--- config.mk ---
export PLATFORM = sky130hd
export DESIGN_NAME = command_line_tokenizer_core_flat
export DESIGN_NICKNAME = d
export VERILOG_FILES = /design/src/rtl/clt_pkg.sv /design/src/rtl/clt_if.sv /design/src/rtl/clt_step.sv /design/src/rtl/clt_result_fifo.sv /design/src/rtl/command_line_tokenizer_core.sv /design/src/flat_wrapper.sv
export SDC_FILE = /design/constraint.sdc
export NUM_CORES = 1
export LEC_CHECK = 0
export BUFFER_PORTS_ARGS = -buffer_cell sky130_fd_sc_hd__buf_2
export CELL_PAD_IN_SITES_DETAIL_PLACEMENT = 2
export CELL_PAD_IN_SITES_GLOBAL_PLACEMENT = 2
export CORE_UTILIZATION = 38
export DETAILED_ROUTE_END_ITERATION = 8
export GPL_TIMING_DRIVEN = 0
export PLACE_DENSITY = 0.78
export SLEW_MARGIN = 20
export SYNTH_ARGS = -nofsm -noshare
export SYNTH_HDL_FRONTEND = slang
export SYNTH_HIERARCHICAL = 1
export SYNTH_SLANG_ARGS = --single-unit
--- constraint.sdc ---
create_clock -name clk_i -period 2.8 [get_ports clk_i]
set_input_delay 0.28 -clock clk_i [delete_from_list [all_inputs] [get_ports clk_i]]
set_output_delay 0.28 -clock clk_i [all_outputs]
set_load 0.005 [all_outputs]
--- src/rtl/clt_pkg.sv ---
// Shared types, constants and helper functions of the command line tokenizer.
package clt_pkg;

  localparam logic [7:0] CharBackslash = 8'h5C;
  localparam logic [7:0] CharDquote    = 8'h22;
  localparam logic [7:0] CharSquote    = 8'h27;
  localparam logic [7:0] CharTab       = 8'h09;
  localparam logic [7:0] CharSpace     = 8'h20;
  localparam logic [7:0] CharN         = 8'h6E;
  localparam logic [7:0] CharT         = 8'h74;
  localparam logic [7:0] CharNewline   = 8'h0A;

  localparam int unsigned FifoDepth = 4;
  localparam int unsigned PtrW      = $clog2(FifoDepth);
  localparam int unsigned CntW      = $clog2(FifoDepth + 1);

  typedef enum logic [1:0] {
    KIND_CHAR      = 2'd0,
    KIND_TOKEN_END = 2'd1,
    KIND_LINE_END  = 2'd2
  } kind_e;

  typedef enum logic [1:0] {
    QUOTE_NONE   = 2'd0,
    QUOTE_DOUBLE = 2'd1,
    QUOTE_SINGLE = 2'd2
  } quote_e;

  typedef struct packed {
    kind_e      kind;
    logic [7:0] char_out;
    logic       last;
  } res_t;

  // Results of one accepted request, first result in r0.
  typedef struct packed {
    logic [1:0] num;
    res_t       r0;
    res_t       r1;
  } push_t;

  function automatic quote_e quote_code(input logic [7:0] c);
    quote_e q;
    q = QUOTE_NONE;
    if (c == CharDquote) q = QUOTE_DOUBLE;
    else if (c == CharSquote) q = QUOTE_SINGLE;
    return q;
  endfunction

  function automatic logic [7:0] translate_escape(input logic [7:0] c);
    logic [7:0] r;
    r = c;
    if (c == CharN) r = CharNewline;
    else if (c == CharT) r = CharTab;
    return r;
  endfunction

  function automatic logic is_separator(input logic [7:0] c);
    return (c == CharSpace) || (c == CharTab);
  endfunction

endpackage

--- src/rtl/clt_if.sv ---
// Request and result channel interfaces of the command line tokenizer.
interface clt_in_if;
  logic       valid;
  logic       ready;
  logic [7:0] char_in;
  logic       end_of_line;

  modport source (output valid, output char_in, output end_of_line, input ready);
  modport sink (input valid, input char_in, input end_of_line, output ready);
endinterface

interface clt_out_if;
  logic       valid;
  logic       ready;
  logic [1:0] kind;
  logic [7:0] char_out;
  logic       last;

  modport source (output valid, output kind, output char_out, output last, input ready);
  modport sink (input valid, input kind, input char_out, input last, output ready);
endinterface

--- src/rtl/clt_step.sv ---
// Tokenizer state registers and the per-byte decision logic.
module clt_step (
  input  logic           clk_i,
  input  logic           rst_ni,
  input  logic           accept_i,
  input  logic [7:0]     char_i,
  input  logic           eol_i,
  output clt_pkg::push_t push_o
);
  import clt_pkg::*;

  logic   escape_q, escape_d;
  quote_e quote_q, quote_d;
  logic   open_q, open_d;
  quote_e qcode;

  assign qcode = quote_code(char_i);

  // Next state.
  always_comb begin
    escape_d = escape_q;
    quote_d  = quote_q;
    open_d   = open_q;
    if (accept_i) begin
      if (eol_i) begin
        escape_d = 1'b0;
        quote_d  = QUOTE_NONE;
        open_d   = 1'b0;
      end else if (escape_q) begin
        escape_d = 1'b0;
        open_d   = 1'b1;
      end else if (char_i == CharBackslash) begin
        escape_d = 1'b1;
      end else if (quote_q != QUOTE_NONE) begin
        if (qcode == quote_q) begin
          quote_d = QUOTE_NONE;
          open_d  = 1'b0;
        end else begin
          open_d = 1'b1;
        end
      end else if (qcode != QUOTE_NONE || is_separator(char_i)) begin
        open_d  = 1'b0;
        quote_d = qcode;
      end else begin
        open_d = 1'b1;
      end
    end
  end

  // Results.
  always_comb begin
    push_o = '0;
    if (eol_i) begin
      if (open_q || quote_q != QUOTE_NONE) begin
        push_o.num = 2'd2;
        push_o.r0  = '{kind: KIND_TOKEN_END, char_out: 8'h00, last: 1'b0};
        push_o.r1  = '{kind: KIND_LINE_END, char_out: 8'h00, last: 1'b1};
      end else begin
        push_o.num = 2'd1;
        push_o.r0  = '{kind: KIND_LINE_END, char_out: 8'h00, last: 1'b1};
      end
    end else if (escape_q) begin
      push_o.num = 2'd1;
      push_o.r0  = '{kind: KIND_CHAR, char_out: translate_escape(char_i), last: 1'b1};
    end else if (char_i == CharBackslash) begin
      push_o.num = 2'd0;
    end else if (quote_q != QUOTE_NONE) begin
      push_o.num = 2'd1;
      if (qcode == quote_q) begin
        push_o.r0 = '{kind: KIND_TOKEN_END, char_out: 8'h00, last: 1'b1};
      end else begin
        push_o.r0 = '{kind: KIND_CHAR, char_out: char_i, last: 1'b1};
      end
    end else if (qcode != QUOTE_NONE || is_separator(char_i)) begin
      if (open_q) begin
        push_o.num = 2'd1;
        push_o.r0  = '{kind: KIND_TOKEN_END, char_out: 8'h00, last: 1'b1};
      end
    end else begin
      push_o.num = 2'd1;
      push_o.r0  = '{kind: KIND_CHAR, char_out: char_i, last: 1'b1};
    end
    // Drop everything without an accepted request.
    if (!accept_i) push_o.num = 2'd0;
  end

  always_ff @(posedge clk_i or negedge rst_ni) begin
    if (!rst_ni) begin
      escape_q <= 1'b0;
      quote_q  <= QUOTE_NONE;
      open_q   <= 1'b0;
    end else begin
      escape_q <= escape_d;
      quote_q  <= quote_d;
      open_q   <= open_d;
    end
  end

  a_eol_clears: assert property (@(posedge clk_i) disable iff (!rst_ni)
    accept_i && eol_i |=> !escape_q && quote_q == QUOTE_NONE && !open_q)
    else $error("state not cleared after end of line");

  a_two_ends_line: assert property (@(posedge clk_i) disable iff (!rst_ni)
    push_o.num == 2'd2 |-> eol_i && push_o.r0.kind == KIND_TOKEN_END
                           && push_o.r1.kind == KIND_LINE_END)
    else $error("two results outside end of line");

  a_escape_no_quote: assert property (@(posedge clk_i) disable iff (!rst_ni)
    accept_i && !eol_i && escape_q |=> quote_q == $past(quote_q))
    else $error("escaped byte changed quote state");

endmodule

--- src/rtl/clt_result_fifo.sv ---
// Small result queue that takes up to two results per cycle and drains one when ready.
module clt_result_fifo (
  input  logic                     clk_i,
  input  logic                     rst_ni,
  input  clt_pkg::push_t           push_i,
  output logic                     space_o,
  clt_out_if.source                res_o
);
  import clt_pkg::*;

  res_t            mem_q [FifoDepth];
  logic [PtrW-1:0] wr_q, rd_q;
  logic [CntW-1:0] cnt_q, cnt_d;
  logic            pop;
  res_t            head;

  assign pop     = res_o.valid && res_o.ready;
  assign space_o = cnt_q <= CntW'(FifoDepth - 2);
  assign head    = mem_q[rd_q];

  assign res_o.valid    = cnt_q != '0;
  assign res_o.kind     = head.kind;
  assign res_o.char_out = head.char_out;
  assign res_o.last     = head.last;

  assign cnt_d = cnt_q + CntW'(push_i.num) - CntW'(pop);

  always_ff @(posedge clk_i) begin
    if (push_i.num != 2'd0) mem_q[wr_q] <= push_i.r0;
    if (push_i.num == 2'd2) mem_q[wr_q + PtrW'(1)] <= push_i.r1;
  end

  always_ff @(posedge clk_i or negedge rst_ni) begin
    if (!rst_ni) begin
      wr_q  <= '0;
      rd_q  <= '0;
      cnt_q <= '0;
    end else begin
      wr_q  <= wr_q + PtrW'(push_i.num);
      rd_q  <= rd_q + PtrW'(pop);
      cnt_q <= cnt_d;
    end
  end

  a_no_overflow: assert property (@(posedge clk_i) disable iff (!rst_ni)
    cnt_q <= CntW'(FifoDepth))
    else $error("result queue overflow");

  a_push_needs_space: assert property (@(posedge clk_i) disable iff (!rst_ni)
    push_i.num != 2'd0 |-> space_o)
    else $error("push into full result queue");

  a_push_at_most_two: assert property (@(posedge clk_i) disable iff (!rst_ni)
    push_i.num != 2'd3)
    else $error("more than two results pushed in one cycle");

endmodule

--- src/rtl/command_line_tokenizer_core.sv ---
// Results enter the result queue on acceptance and leave it in order. Throughput:
// one byte per cycle while req_i.ready is high, which is while the result queue
// has room for two results. Each byte gives at most one result; an end-of-line
// request with an open or quoted token gives two, which the single result port
// drains one at a time. Reset clears tokenizer state and empties the queue.
module command_line_tokenizer_core (
  input  logic       clk_i,
  input  logic       rst_ni,
  clt_in_if.sink     req_i,
  clt_out_if.source  res_o
);
  import clt_pkg::*;

  logic  accept;
  logic  space;
  push_t push;

  assign req_i.ready = space;
  assign accept      = req_i.valid && space;

  clt_step u_step (
    .clk_i    (clk_i),
    .rst_ni   (rst_ni),
    .accept_i (accept),
    .char_i   (req_i.char_in),
    .eol_i    (req_i.end_of_line),
    .push_o   (push)
  );

  clt_result_fifo u_fifo (
    .clk_i   (clk_i),
    .rst_ni  (rst_ni),
    .push_i  (push),
    .space_o (space),
    .res_o   (res_o)
  );

endmodule

--- src/flat_wrapper.sv ---
// flat-port wrapper written by rule: the top's interface ports become plain ports
module command_line_tokenizer_core_flat import clt_pkg::*;
  (clk_i, rst_ni, req_i_valid, req_i_char_in, req_i_end_of_line, req_i_ready, res_o_valid, res_o_kind, res_o_char_out, res_o_last, res_o_ready);
  clt_in_if req_i_i ();
  clt_out_if res_o_i ();
  input  logic clk_i;
  input  logic rst_ni;
  input wire logic [$bits(req_i_i.valid)-1:0] req_i_valid;
  input wire logic [$bits(req_i_i.char_in)-1:0] req_i_char_in;
  input wire logic [$bits(req_i_i.end_of_line)-1:0] req_i_end_of_line;
  output wire logic [$bits(req_i_i.ready)-1:0] req_i_ready;
  output wire logic [$bits(res_o_i.valid)-1:0] res_o_valid;
  output wire logic [$bits(res_o_i.kind)-1:0] res_o_kind;
  output wire logic [$bits(res_o_i.char_out)-1:0] res_o_char_out;
  output wire logic [$bits(res_o_i.last)-1:0] res_o_last;
  input wire logic [$bits(res_o_i.ready)-1:0] res_o_ready;
  assign req_i_i.valid = req_i_valid;
  assign req_i_i.char_in = req_i_char_in;
  assign req_i_i.end_of_line = req_i_end_of_line;
  assign req_i_ready = req_i_i.ready;
  assign res_o_valid = res_o_i.valid;
  assign res_o_kind = res_o_i.kind;
  assign res_o_char_out = res_o_i.char_out;
  assign res_o_last = res_o_i.last;
  assign res_o_i.ready = res_o_ready;
  command_line_tokenizer_core u_core (.clk_i(clk_i), .rst_ni(rst_ni), .req_i(req_i_i), .res_o(res_o_i));
endmodule
==> results of run 1 <==
cells in the mapped netlist (3+ instances only):
cell / count
nand2_1: 5
buf_4: 13
nor2_1: 14
nor3_1: 3
ha_1: 3
xnor2_1: 5
nor2b_1: 9
o21ai_0: 4
a31oi_1: 3
mux4_2: 11
a21oi_1: 7
buf_2: 4
inv_1: 7
dfrtp_1: 11
mux2_2: 43
edfxtp_1: 44
layout make-up:
| class | instances | share of cell area |
|---|---|---|
| sequential | 55 | 0.444 |
| multi-input combinational | 157 | 0.413 |
| timing repair buffer | 26 | 0.0376 |
| buffer | 18 | 0.0365 |
| tap | 102 | 0.0355 |
| clock buffer | 5 | 0.0191 |
| inverter | 7 | 0.00730 |
| clock inverter | 3 | 0.00695 |
kinds of logic after synthesis:
| group | count (synthesis) |
|---|---|
| AOI/OAI and AO/OA | 27 |
| xor gates and xnor gates | 6 |
| adders and majority gates | 4 |
| buffers and inverters | 25 |
| DFF | 55 |
| muxes | 56 |
| other | 1 |
| and+or+nand+nor | 55 |
tightest hold or removal path, stage by stage:
cell and delay, ps:
buf_2 120, o31ai_1 80, xnor2_1 60
final timing paths:
path / startpoint / endpoint / slack [ps] / depth (start not counted)
setup / recovery: u_core/u_step/quote_q[0]$_DFFE_PN0P_ / u_core/u_fifo/mem_q[0][4]$_DFFE_PP_ / 190 / 6
hold / removal: res_o_ready / u_core/u_fifo/rd_q[0]$_DFF_PN0_ / 260 / 3
setup reg to reg: u_core/u_step/quote_q[0]$_DFFE_PN0P_ / u_core/u_fifo/mem_q[0][4]$_DFFE_PP_ / 190 / 6
hold reg to reg: u_core/u_step/open_q$_DFFE_PN0P_ / u_core/u_step/open_q$_DFFE_PN0P_ / 560 / 2
max in group asynchronous: rst_ni / u_core/u_step/quote_q[1]$_DFFE_PN0P_ / 2250 / 2
min in group asynchronous: rst_ni / u_core/u_fifo/rd_q[0]$_DFF_PN0_ / 350 / 2
metrics by stage:
stage | setup slack (ps) | total power [W] | hold slack (ps)
2_1_floorplan | 265 | 0.00192 | -15.6
3_3_place_gp | -536 | 0.00222 | 168
3_5_place_dp | -535 | 0.00230 | 167
4_1_cts | 69.4 | 0.00278 | 254
5_1_grt | 20.7 | 0.00292 | 287
6_report | 189 | 0.00274 | 256
flip-flops by register name, indices dropped and copies added (netlist names):
name and flops:
u_core/u_fifo/mem_q 44, u_core/u_fifo/cnt_q 3, u_core/u_fifo/rd_q 2, u_core/u_fifo/wr_q 2
u_core/u_step/quote_q 2, u_core/u_step/escape_q 1, u_core/u_step/open_q 1
metal layers:
metal	vias to the layer above	GRT usage	wire, µm	share of wire
met3	8	0.0276	167	0.021
met2	30	0.357	4040	0.51
met4	0	0.0436	84	0.011
met5	-	0	0	0
li1	943	-	-	-
met1	1034	0.250	3600	0.46
report_power, final:
part / internal, W / switching (W)
clock network: 0.000180 / 0.000273
logic: 0.000530 / 0.000553
registers: 0.00110 / 0.000113
timing repair:
| item | in CTS | in global routing |
|---|---|---|
| endpoints found under the hold margin | 11 | 0 |
| endpoints found under the setup margin | 44 | 34 |
| gates cloned | 0 | 0 |
| gates resized for setup | 3 | 3 |
| hold buffers | 1 | 0 |
==> flow_summary.yaml, run 1 <==
sta:
  max_slew.worst_pin.slew_ps: 757
  fmax_mhz: 383
  setup_viol: 0
  rsz0062_at_grt: "false"
  slew_headroom: 0.490
  fin_skew_ps: 6.36
  final-hold-violation-count: 0
  fin_crit_sh: 0.932
  fin_tns_setup_ps: 0
  slew_viol_final: 0
  fin_crit_ps: 2610
layout:
  mostFrequentLayoutCell: "edfxtp_1"
  register_area_um2: 1600
  final_cell_mix: "edfxtp_1, mux2_2, buf_2"
  antenna_cells: 0
  layout-drive-gt1-share: 0.461
  nets: 287
  stdcell_count: 373
  final_util: 0.456
  syn2layout_area_growth_pct: 13.4
  multi_input_area_um2: 1490
  fin_area_um2: 3600
  fillers: 789
synthesis:
  synth_area_leaders: "edfxtp_1, mux2_2, dfrtp_1"
  synth_ff_type: "edfxtp_1"
  synthAdderAreaFrac: 0.0181
  synth_cells: 229
  synth_xor_area_frac: 0.0166
  netlist.top_cell.by_area: "edfxtp_1"
  netlist.area_leader.share: 0.416
  ys_seq_area_frac: 0.503
  ys_seq_elements: 55
  async_flop_share: 0.200
  synthSimpleGateAreaFrac: 0.115
  synth_compound_area_frac: 0.0595
  syn_area_um2: 3170
  synth_cell_types: 50
  avgSynthCellArea_um2: 13.9
  synth_top_family_by_area: "multiplexers"
  synth.area.mux_share: 0.237
  yosys_warnings: 6
  synth_edf_count: 44
critical_path:
  end_kind: "register"
  cp_cell_sequence: "nor3_1 > nor2_1 > a211oi_4 > nand4b_1 > buf_2 > o31ai_4"
  cp-start-kind: "register"
  crit_path_top_delay_cell: "dfrtp_1"
  worstPathRequired_ps: 2820
  crit_type: "register to register"
  cpPeakStageDelay_ps: 440
  crit_fanout: 11
  path_delay_family: "simple AND/OR/NAND/NOR gates"
  critPathArrivalTime_ps: 2630
  critPathBufInv: 1
placed_design:
  place_inst: 364
  dpl.hpwl_mm: 5.84
  place_congestion: 0.744
  place.port_buffers: 25
  postPlaceCellArea_um2: 3480
die:
  core_um2: 7890
  io_pins: 26
  initial_utilization: 0.402
  die_h_um: 93.4
  die_w_um: 93.4
  dieArea_um2: 8720
  num_rows: 32
clock_tree:
  cts_tree: "built"
  numCtsBuffers: 5
  htree_levels: 2
  clockBufferDepth: 2
  root_buffer: "clkbuf_8"
  path_clk_slew_ps: 100
  numClockSinks: 55
  cts_setup_buffers: 0
  insertion_delay_ps: 310
detailed_routing:
  drtIter0Drc: 89
  drt_wl_total_mm: 7.89
  avgRoutedWirePerCell_um: 21.2
  drtPass1Iterations: 4
  route.detailed.drc: 0
  routed_via_density: 5.40
  vias: 2015
  postRouteAntennaNets: 0
global_routing:
  grt_pass1_wl_mm: 12.7
  grt_pass1_vias: 2235
  grt_max_degree: 19
  antenna_found_initial: 0
  track_usage: 0.198
  grt_overflow: 0
hold_path:
  hp-class: "input port to register"
power_and_ir_drop:
  p_per_area_nw_per_um2: 762
  peakVddDrop_v: 0.000280
  p_leak_nw: 1.34
flow_run:
  maxCapViolations: 0
outcome:
  status: "finished clean"
Note: power is estimated with default switching activity, not from simulation.
==> inputs of run 2 (changes only) <==
==> constraint.sdc (replaced) <==
create_clock -name clk_i -period 2.8 [get_ports clk_i]
set_input_delay 0.14 -clock clk_i [delete_from_list [all_inputs] [get_ports clk_i]]
set_output_delay 0.14 -clock clk_i [all_outputs]
set_load 0.005 [all_outputs]
==> run 2 against run 1 <==
Compared with the run above:
- clock-buffer cell count rose by 1
- worst hold slack got worse by 120 ps
- clock power rose by 5.5%
- core utilization rose by 0.27 points
- largest cell class unchanged
==> flow_summary.yaml, run 2 (synthesis gave the netlist of run 1 again) <==
critical_path:
  r2r_slack_ps: 140
  worstPathRequired_ps: 2880
  r2r_end: "u_core/u_fifo/mem_q[1][9]$_DFFE_PP_"
  reg2reg_depth: 8
  cp-start-kind: "register"
  crit_type: "register to register"
  critPathArrivalTime_ps: 2740
  crit_fanout: 10
  end_kind: "register"
  r2r_start: "u_core/u_fifo/cnt_q[1]$_DFF_PN0_"
detailed_routing:
  vias: 2028
  drtIter0Drc: 81
  postRouteAntennaNets: 0
  drtPass1Iterations: 4
  avgRoutedWirePerCell_um: 20.5
  drt_wl_total_mm: 7.67
  routed_via_density: 5.41
  route.detailed.drc: 0
clock_tree:
  cts_tree: "built"
  htree_levels: 2
  path_clk_slew_ps: 100
  insertion_delay_ps: 310
  numCtsBuffers: 5
  clockBufferDepth: 2
  root_buffer: "clkbuf_8"
  numClockSinks: 55
power_and_ir_drop:
  p_leak_nw: 1.36
  p_per_area_nw_per_um2: 768
  peakVddDrop_v: 0.000217
  power_frac_seq: 0.438
  p_sw_w: 0.000947
  comb_power_share: 0.391
  intPower_w: 0.00183
  pwr-share-clk: 0.171
  swShare: 0.341
layout:
  antenna_cells: 0
  top_register: "u_core/u_fifo/mem_q"
  reg.largest.list: "u_core/u_fifo/mem_q: 44 flops, u_core/u_fifo/cnt_q: 3 flops"
  fin_area_um2: 3620
  mostFrequentLayoutCell: "edfxtp_1"
  nets: 289
  layout-drive-gt1-share: 0.465
  largest_register_ffs: 44
  final_cell_mix: "edfxtp_1, mux2_2, buf_2"
  syn2layout_area_growth_pct: 14.0
  stdcell_count: 375
global_routing:
  track_usage: 0.189
  grt_pass1_vias: 2197
  antenna_found_initial: 0
  grt.busiest_layer: "met2"
  grt_use_met3: 0.0252
  grt_overflow: 0
  grt_pass1_wl_mm: 12.1
  met2_usage: 0.325
  use_met1: 0.248
  grt_max_degree: 18
hold_path:
  hp-class: "input port to register"
  hold_path_depth: 3
  min_from: "res_o_ready"
  min_to: "u_core/u_fifo/rd_q[0]$_DFF_PN0_"
sta:
  fin_crit_sh: 0.950
  fin_crit_ps: 2660
  setup_slack_ps: 140
  max_slew.worst_pin.slew_ps: 746
  slew_viol_final: 0
  slew_headroom: 0.497
  fmax_mhz: 376
  final-hold-violation-count: 0
  setup_viol: 0
  fin_skew_ps: 6.38
  hold_ws_ps: 137
die:
  io_pins: 26
  num_rows: 32
  initial_utilization: 0.402
  dieArea_um2: 8720
  die_h_um: 93.4
  core_um2: 7890
  die_w_um: 93.4
placed_design:
  dpl.hpwl_mm: 5.61
  place_congestion: 0.738
  place.port_buffers: 25
  place_inst: 364
  dpl_worst_slack_ps: -923
  postPlaceCellArea_um2: 3470
flow_run:
  maxCapViolations: 0
outcome:
  status: "finished clean"
run 2: stage by stage:
stage                     utilization  total power (W)  setup TNS [ps]
after global routing            0.459          0.00295           -31.9
after detailed placement        0.440          0.00230          -35800
final                           0.459          0.00278               0
after CTS                       0.456          0.00279               0
after global placement          0.439          0.00222          -32500
after floorplan                     -          0.00192               0
run 2: timing repair:
action                     4_1_cts  5_1_grt
setup endpoints to repair       87       48
hold endpoints to repair        11        0
resized for setup                4        3
hold buffers                     1        0
buffers inserted                 0        2
run 2: layer usage:
layer	share of wire	vias up
met1	0.44	1038
met2	0.53	31
li1	-	949
met5	0	-
met4	0.014	0
met3	0.022	10
run 2: worst max-delay path by stage:
stage                                              start                                  end  slack [ps]  depth (start not counted)
floorplan               u_core/u_fifo/cnt_q[1]$_DFF_PN0_  u_core/u_fifo/mem_q[3][0]$_DFFE_PP_          80                          6
global placement                        req_i_char_in[2]  u_core/u_fifo/mem_q[3][7]$_DFFE_PP_        -760                          8
detailed placement                      req_i_char_in[3]  u_core/u_fifo/mem_q[1][3]$_DFFE_PP_        -920                          8
CTS                     u_core/u_fifo/cnt_q[1]$_DFF_PN0_  u_core/u_fifo/mem_q[0][6]$_DFFE_PP_          20                          7
global route        u_core/u_step/quote_q[0]$_DFFE_PN0P_  u_core/u_fifo/mem_q[1][5]$_DFFE_PP_         -10                          5
finish                  u_core/u_fifo/cnt_q[1]$_DFF_PN0_  u_core/u_fifo/mem_q[1][9]$_DFFE_PP_         140                          8
run 2: power groups by stage:
stage               clock network (W)  registers, W  logic [W]
CTS                          0.000494       0.00121    0.00109
finish                       0.000477       0.00122    0.00109
global placement                    0       0.00121    0.00101
floorplan                           0       0.00118   0.000735
detailed placement                  0       0.00123    0.00106
global route                 0.000529       0.00123    0.00119
run 2: critical path, cell delays in order (launching register included):
cell,delay (ps)
dfrtp_1,470
a21oi_2,200
and2_1,210
inv_2,110
nor3_1,180
clkbuf_4,230
nor4b_2,360
buf_4,290
mux2_2,370
run 2: layout make-up:
type	instances	area, µm²
Fill cell	808	4270
Sequential cell	55	1600
Multi-Input combinational cell	157	1490
Timing Repair Buffer	28	150
Buffer	18	131
Tap cell	102	128
Clock buffer	6	82.6
Inverter	7	26.3
Clock inverter	2	16.3
